File: src/rtl/core/sbr_pkg.sv
package sbr_pkg;

    localparam int SBR_DEPTH        = 16;
    localparam int SBR_PAYLOAD_BITS = 64;
    localparam int SBR_SEQ_W        = 64;
    localparam int SBR_DATA_W       = 64;

    localparam logic OP_PUBLISH = 1'b0;
    localparam logic OP_POLL    = 1'b1;

endpackage

File: src/rtl/core/sbr_slot_store.sv
module sbr_slot_store
    import sbr_pkg::*;
#(
    parameter int DEPTH  = SBR_DEPTH,
    parameter int WIDTH  = SBR_PAYLOAD_BITS + SBR_SEQ_W,
    localparam int IDX_W = $clog2(DEPTH)
) (
    input  logic             i_clk,
    input  logic             i_we,
    input  logic [IDX_W-1:0] i_waddr,
    input  logic [WIDTH-1:0] i_wdata,
    input  logic             i_re,
    input  logic [IDX_W-1:0] i_raddr,
    output logic [WIDTH-1:0] o_rdata
);

    logic [WIDTH-1:0] r_mem [DEPTH];
    logic [WIDTH-1:0] r_rdata;

    always_ff @(posedge i_clk) begin
        if (i_we) begin
            r_mem[i_waddr] <= i_wdata;
        end
        if (i_re) begin
            r_rdata <= r_mem[i_raddr];
        end
    end

    assign o_rdata = r_rdata;

endmodule

File: src/rtl/core/sequenced_broadcast_ring.sv
// publish, or poll with the reader caught up: result registered in the cycle after
// acceptance, one such request per cycle unless the output stalls
// poll that reads a slot: slot memory read register, S_READ state, then output register;
// no new request is taken in S_READ, since the slot memory read is registered
// reset (synchronous, active low) clears both sequences, the slot fill state and the
// output valid; the slot memory itself is not cleared and no clearing pass runs
module sequenced_broadcast_ring
    import sbr_pkg::*;
#(
    parameter int DEPTH        = SBR_DEPTH,
    parameter int PAYLOAD_BITS = SBR_PAYLOAD_BITS
) (
    input  logic                  i_clk,
    input  logic                  i_rst_n,
    input  logic                  i_s_tvalid,
    output logic                  o_s_tready,
    input  logic [SBR_DATA_W-1:0] i_s_tdata,   // payload_in
    input  logic [0:0]            i_s_tuser,   // op
    output logic                  o_m_tvalid,
    input  logic                  i_m_tready,
    output logic [SBR_DATA_W-1:0] o_m_tdata,   // payload_out
    output logic [1:0]            o_m_tuser    // delivered, overrun
);

    localparam int IDX_W = $clog2(DEPTH);
    localparam int MEM_W = PAYLOAD_BITS + SBR_SEQ_W;
    localparam logic [IDX_W-1:0]     IDX_LAST = IDX_W'(DEPTH - 1);
    localparam logic [SBR_SEQ_W-1:0] SEQ_LAST = '1;

    typedef enum logic {S_IDLE, S_READ} t_state;

    t_state                r_state, n_state;
    logic [SBR_SEQ_W-1:0]  r_wr_seq, n_wr_seq;
    logic [SBR_SEQ_W-1:0]  r_rd_seq, n_rd_seq;
    logic [IDX_W-1:0]      r_wr_idx, n_wr_idx;
    logic [IDX_W-1:0]      r_rd_idx, n_rd_idx;
    logic                  r_full, n_full;
    logic                  r_rd_valid, n_rd_valid;
    logic                  r_out_valid, n_out_valid;
    logic [SBR_DATA_W-1:0] r_out_data, n_out_data;
    logic [1:0]            r_out_user, n_out_user;

    logic                    accept;
    logic                    mem_we;
    logic                    mem_re;
    logic [MEM_W-1:0]        mem_wdata;
    logic [MEM_W-1:0]        mem_rdata;
    logic [SBR_SEQ_W-1:0]    rd_tag;
    logic [PAYLOAD_BITS-1:0] rd_payload;

    sbr_slot_store #(
        .DEPTH (DEPTH),
        .WIDTH (MEM_W)
    ) u_store (
        .i_clk   (i_clk),
        .i_we    (mem_we),
        .i_waddr (r_wr_idx),
        .i_wdata (mem_wdata),
        .i_re    (mem_re),
        .i_raddr (r_rd_idx),
        .o_rdata (mem_rdata)
    );

    assign o_s_tready = (r_state == S_IDLE) && (!r_out_valid || i_m_tready);
    assign accept     = i_s_tvalid && o_s_tready;
    assign mem_wdata  = {r_wr_seq, i_s_tdata[PAYLOAD_BITS-1:0]};
    assign rd_tag     = mem_rdata[MEM_W-1:PAYLOAD_BITS];
    assign rd_payload = mem_rdata[PAYLOAD_BITS-1:0];

    always_comb begin
        n_state     = r_state;
        n_wr_seq    = r_wr_seq;
        n_rd_seq    = r_rd_seq;
        n_wr_idx    = r_wr_idx;
        n_rd_idx    = r_rd_idx;
        n_full      = r_full;
        n_rd_valid  = r_rd_valid;
        n_out_valid = r_out_valid;
        n_out_data  = r_out_data;
        n_out_user  = r_out_user;
        mem_we      = 1'b0;
        mem_re      = 1'b0;
        if (r_out_valid && i_m_tready) begin
            n_out_valid = 1'b0;
        end
        unique case (r_state)
            S_IDLE: begin
                if (accept) begin
                    if (i_s_tuser[0] == OP_PUBLISH) begin
                        mem_we      = 1'b1;
                        n_wr_seq    = r_wr_seq + 1'b1;
                        if (r_wr_seq == SEQ_LAST || r_wr_idx == IDX_LAST) begin
                            n_wr_idx = '0;
                        end else begin
                            n_wr_idx = r_wr_idx + 1'b1;
                        end
                        if (r_wr_idx == IDX_LAST) begin
                            n_full = 1'b1;
                        end
                        n_out_valid = 1'b1;
                        n_out_data  = '0;
                        n_out_user  = 2'b01;
                    end else if (r_rd_seq == r_wr_seq) begin
                        n_out_valid = 1'b1;
                        n_out_data  = '0;
                        n_out_user  = 2'b00;
                    end else begin
                        mem_re     = 1'b1;
                        n_rd_valid = r_full || (r_rd_idx < r_wr_idx);
                        n_state    = S_READ;
                    end
                end
            end
            S_READ: begin
                n_state     = S_IDLE;
                n_out_valid = 1'b1;
                if (r_rd_valid && rd_tag >= r_rd_seq) begin
                    n_out_data = SBR_DATA_W'(rd_payload);
                    n_out_user = {rd_tag != r_rd_seq, 1'b1};
                    n_rd_seq   = rd_tag + 1'b1;
                    if (rd_tag == SEQ_LAST || r_rd_idx == IDX_LAST) begin
                        n_rd_idx = '0;
                    end else begin
                        n_rd_idx = r_rd_idx + 1'b1;
                    end
                end else begin
                    n_out_data = '0;
                    n_out_user = 2'b00;
                end
            end
            default: n_state = S_IDLE;
        endcase
    end

    always_ff @(posedge i_clk) begin
        if (!i_rst_n) begin
            r_state     <= S_IDLE;
            r_wr_seq    <= '0;
            r_rd_seq    <= '0;
            r_wr_idx    <= '0;
            r_rd_idx    <= '0;
            r_full      <= 1'b0;
            r_out_valid <= 1'b0;
        end else begin
            r_state     <= n_state;
            r_wr_seq    <= n_wr_seq;
            r_rd_seq    <= n_rd_seq;
            r_wr_idx    <= n_wr_idx;
            r_rd_idx    <= n_rd_idx;
            r_full      <= n_full;
            r_out_valid <= n_out_valid;
        end
        r_rd_valid <= n_rd_valid;
        r_out_data <= n_out_data;
        r_out_user <= n_out_user;
    end

    assign o_m_tvalid = r_out_valid;
    assign o_m_tdata  = r_out_data;
    assign o_m_tuser  = r_out_user;

    // poll read never starts while an earlier result still waits
    a_read_out_free: assert property (@(posedge i_clk) disable iff (!i_rst_n)
        (r_state == S_READ) |-> !r_out_valid)
        else $error("poll read overlaps a pending result");

    a_idx_range: assert property (@(posedge i_clk) disable iff (!i_rst_n)
        (r_wr_idx <= IDX_LAST) && (r_rd_idx <= IDX_LAST))
        else $error("slot index out of range");

    a_overrun_delivers: assert property (@(posedge i_clk) disable iff (!i_rst_n)
        (r_out_valid && r_out_user[1]) |-> r_out_user[0])
        else $error("overrun without delivery");

    a_nodeliver_zero: assert property (@(posedge i_clk) disable iff (!i_rst_n)
        (r_out_valid && !r_out_user[0]) |-> (r_out_data == '0))
        else $error("nonzero payload on empty poll");

    a_publish_advance: assert property (@(posedge i_clk) disable iff (!i_rst_n)
        (accept && i_s_tuser[0] == OP_PUBLISH) |=> (r_wr_seq == $past(r_wr_seq) + 1'b1))
        else $error("write sequence did not advance on publish");

endmodule

File: config.mk
export PLATFORM = sky130hd
export DESIGN_NAME = sequenced_broadcast_ring
export DESIGN_NICKNAME = d
export VERILOG_FILES = /design/src/rtl/core/sbr_pkg.sv /design/src/rtl/core/sbr_slot_store.sv /design/src/rtl/core/sequenced_broadcast_ring.sv
export SDC_FILE = /design/constraint.sdc
export NUM_CORES = 2
export LEC_CHECK = 0
export BUFFER_PORTS_ARGS = -buffer_cell sky130_fd_sc_hd__buf_2
export CAP_MARGIN = 20
export CORE_AREA = 2 2 517 519
export DETAILED_ROUTE_END_ITERATION = 7
export DIE_AREA = 0 0 519 521
export PLACE_DENSITY = 0.45
export RECOVER_POWER = 50
export SLEW_MARGIN = 20
export SYNTH_ARGS = -nofsm -noshare
export SYNTH_HDL_FRONTEND = slang
export SYNTH_SLANG_ARGS = --single-unit
File: constraint.sdc
create_clock -name i_clk -period 28.6 [get_ports i_clk]
set_clock_uncertainty 0.15 [all_clocks]
set_input_delay 0 -clock i_clk [delete_from_list [all_inputs] [get_ports i_clk]]
set_output_delay 0 -clock i_clk [all_outputs]
set_load 0.05 [all_outputs]
==> reports/metrics.yaml <==
sta:
  post-route-period-util_pct: 24.1
  max_slew_margin_pct: -136
  tns_ns: 0
  fin_crit_ns: 6.88
  worst_pin_slew_ns: 3.54
  rsz0062_at_grt: "false"
  fmax_mhz: 145
  setup_viol: 0
  final-hold-violation-count: 0
  slew_viol_final: 376
yosys:
  ys_top_cells_by_area: "edfxtp_1 (73%), mux4_2 (15%), dfxtp_1 (3.0%)"
  ys_ff_latch: 2382
  post-synth-top-count-cell: "edfxtp_1"
  ys_top_cells_by_count: "edfxtp_1 (2243), mux4_2 (631), nor2_1 (173)"
  syn_area_um2: 92100
  synth_nets: 4427
  synth_flop_cell: "edfxtp_1"
  synthArstFlopShare_pct: 0
  netlist.area_leader.share_pct: 73.1
  avgSynthCellArea_um2: 21.5
  synth_warnings: 0
  synth-edff-count: 2243
  yosysTopAreaCell: "edfxtp_1"
  seq_area_frac_synth_pct: 76.1
  synth.distinct_cells: 54
  synthCells: 4284
cts:
  h-tree-depth: 5
  cts.path.max_buffers: 4
  cts_tree: "done"
  root_buffer: "clkbuf_16"
  path_clk_slew_ns: 0.06
  cts.sinks: 2382
  cts.repair.resized: 0
  hold_buffers: 140
  cts_made_buffers: 281
  post-cts-setup-buffer-count: 0
  clkLatencyLatePin_ns: 0.93
global_routing:
  antenna_found_initial: 18
  overflow: 0
  grt_pass1_vias: 46300
  grt_start_max_net_pins: 146
  track_usage_pct: 17.7
  grt_pass1_wl_um: 346000
die:
  initial_core_util_pct: 34.8
  die-width_um: 519
  io_pins: 137
  die_area_um2: 270000
  coreArea_um2: 264000
  die-height_um: 521
  rows: 189
drt:
  wl_um: 241000
  dr_total_vias: 43800
  antenna_left: 0
  dr.first_iter.drc_count: 3438
  via_per_inst: 5.18
  drc_errors: 0
  wl_per_cell_um: 28.5
  first_pass_iters: 7
placed_design:
  place.detailed.hpwl_um: 121000
  place_congestion: 0.798
  port_buffers: 136
  dp_cells: 7844
critical_path:
  critPathRequiredTime_ns: 28.98
  cp_common_cell: "buf_4"
  critical_path_class: "primary input to register"
  startpoint_type: "primary input"
  cp_slowest_cell: "clkbuf_1"
  max_stage_delay_ns: 1.78
  crit_chain: "dlygate4sd3_1 -> dlygate4sd3_1 -> buf_2 -> nand2b_1 -> nor3_2 -> clkbuf_1 -> nand2_1 -> nor2_4 -> clkbuf_1 -> buf_4 -> buf_4 -> buf_4"
  crit_arrival_ns: 7.25
  endpoint_kind: "register"
  cp_max_fo: 41
hold_path:
  min_path_type: "primary input to register"
layout:
  multi_input_area_um2: 21000
  final_cells: 8463
  finalNetCount: 4877
  regArea_um2: 70100
  syn2layout_area_growth_pct: 16.2
  drive_gt1_share_pct: 23.5
  fillerInstances: 23600
run_status:
  violations: "capacitance limit, slew limit"
  outcome: "complete, but fails checks"
power_and_ir_drop:
  leakagePower_nw: 34.6
  ir_drop_v: 0.0000611
  power.density_nw_per_um2: 71.2
  p_total_mw: 7.63
run:
  max_cap_viol_count: 15
## registers in the layout, summed over array words and instances, names as in the netlist
name and flops:
r_rd_valid 1, r_full 1, r_wr_seq 64, r_wr_idx 4, o_m_tvalid 1, u_store.r_mem 2048
r_rd_seq 64, r_state 1, u_store.o_rdata 128, r_rd_idx 4, o_m_tuser 2, o_m_tdata 64
## area by class of cell
| class | instances | area share [%] |
|---|---|---|
| diodes | 11 | 0.0257 |
| clock buffers | 347 | 6.93 |
| clock inverters | 121 | 0.930 |
| inverters | 85 | 0.299 |
| multi-input cells | 1626 | 19.6 |
| flip-flops and latches | 2382 | 65.5 |
| well taps | 3533 | 4.13 |
| repair buffers | 358 | 2.58 |
## logic make-up after synthesis
| kind of cell | count (synthesis) | share of synthesized area [%] |
|---|---|---|
| muxes | 653 | 15.7 |
| DFF | 2382 | 76.1 |
| buffers and inverters | 276 | 1.15 |
| adders and majority gates | 74 | 1.01 |
| xor gates and xnor gates | 185 | 1.76 |
| AOI/OAI and AO/OA | 153 | 1.09 |
| and+or+nand+nor | 561 | 3.19 |
## report_power, final
group	switching [mW]	internal (mW)
Clock	1.37	1.96
Sequential	0.0490	3.87
Combinational	0.249	0.124
Total	1.67	5.96
## metal layers
| layer | up-vias | global-route usage (%) | wire length, um |
|---|---|---|---|
| met1 | 23800 | 25.1 | 109000 |
| met3 | 308 | 2.75 | 10700 |
| met5 | - | 0 | 87 |
| met4 | 14 | 3.45 | 3730 |
| li1 | 18600 | - | - |
| met2 | 1014 | 29.2 | 118000 |
## final timing paths
check                    from                      to  slack, ns  cells after the start
setup / recovery   i_s_tvalid  u_store.r_mem[11][114]      21.72                     12
hold / removal      i_s_tuser              r_rd_valid       0.26                      4
setup reg to reg  r_rd_idx[0]     u_store.o_rdata[40]      21.78                      6
hold reg to reg        r_full                  r_full       0.31                      2
## through the flow
stage / util [%] / hold slack [ns] / cell area [um2] / setup WS (ns)
3_3_place_gp: 36.9 / 0.237 / 97400 / 22.74
3_5_place_dp: 36.9 / 0.240 / 97400 / 22.73
2_1_floorplan: - / -0.0511 / 92100 / 17.50
4_1_cts: 40.6 / 0.153 / 107000 / 22.79
6_report: 40.5 / 0.264 / 107000 / 21.72
5_1_grt: 40.5 / 0.196 / 107000 / 20.95
## worst max-delay path: cells and delay by family
kind,cells,cell delay (ns)
buffers and inverters,8,6.32
AND/OR/NAND/NOR,4,0.72
## cells in the final DEF (no fill, tap or decap), drive strengths merged, types with 14 or more instances in the layout
| cell | count |
|---|---|
| dfxtp | 139 |
| dlygate4sd3 | 140 |
| mux4 | 631 |
| clkbuf | 438 |
| edfxtp | 2243 |
| and4 | 14 |
| nand3 | 56 |
| buf | 127 |
| nor3 | 25 |
| mux2i | 22 |
| inv | 91 |
| a211oi | 63 |
| xor2 | 91 |
| and3 | 21 |
| nand4 | 60 |
| ha | 74 |
| a21oi | 45 |
| xnor2 | 94 |
| nand2 | 71 |
| bufinv | 15 |
| and2 | 79 |
| nor4 | 20 |
| clkinv | 93 |
| o21ai | 23 |
| nor2 | 174 |
Note: power is estimated with default switching activity, not from simulation.
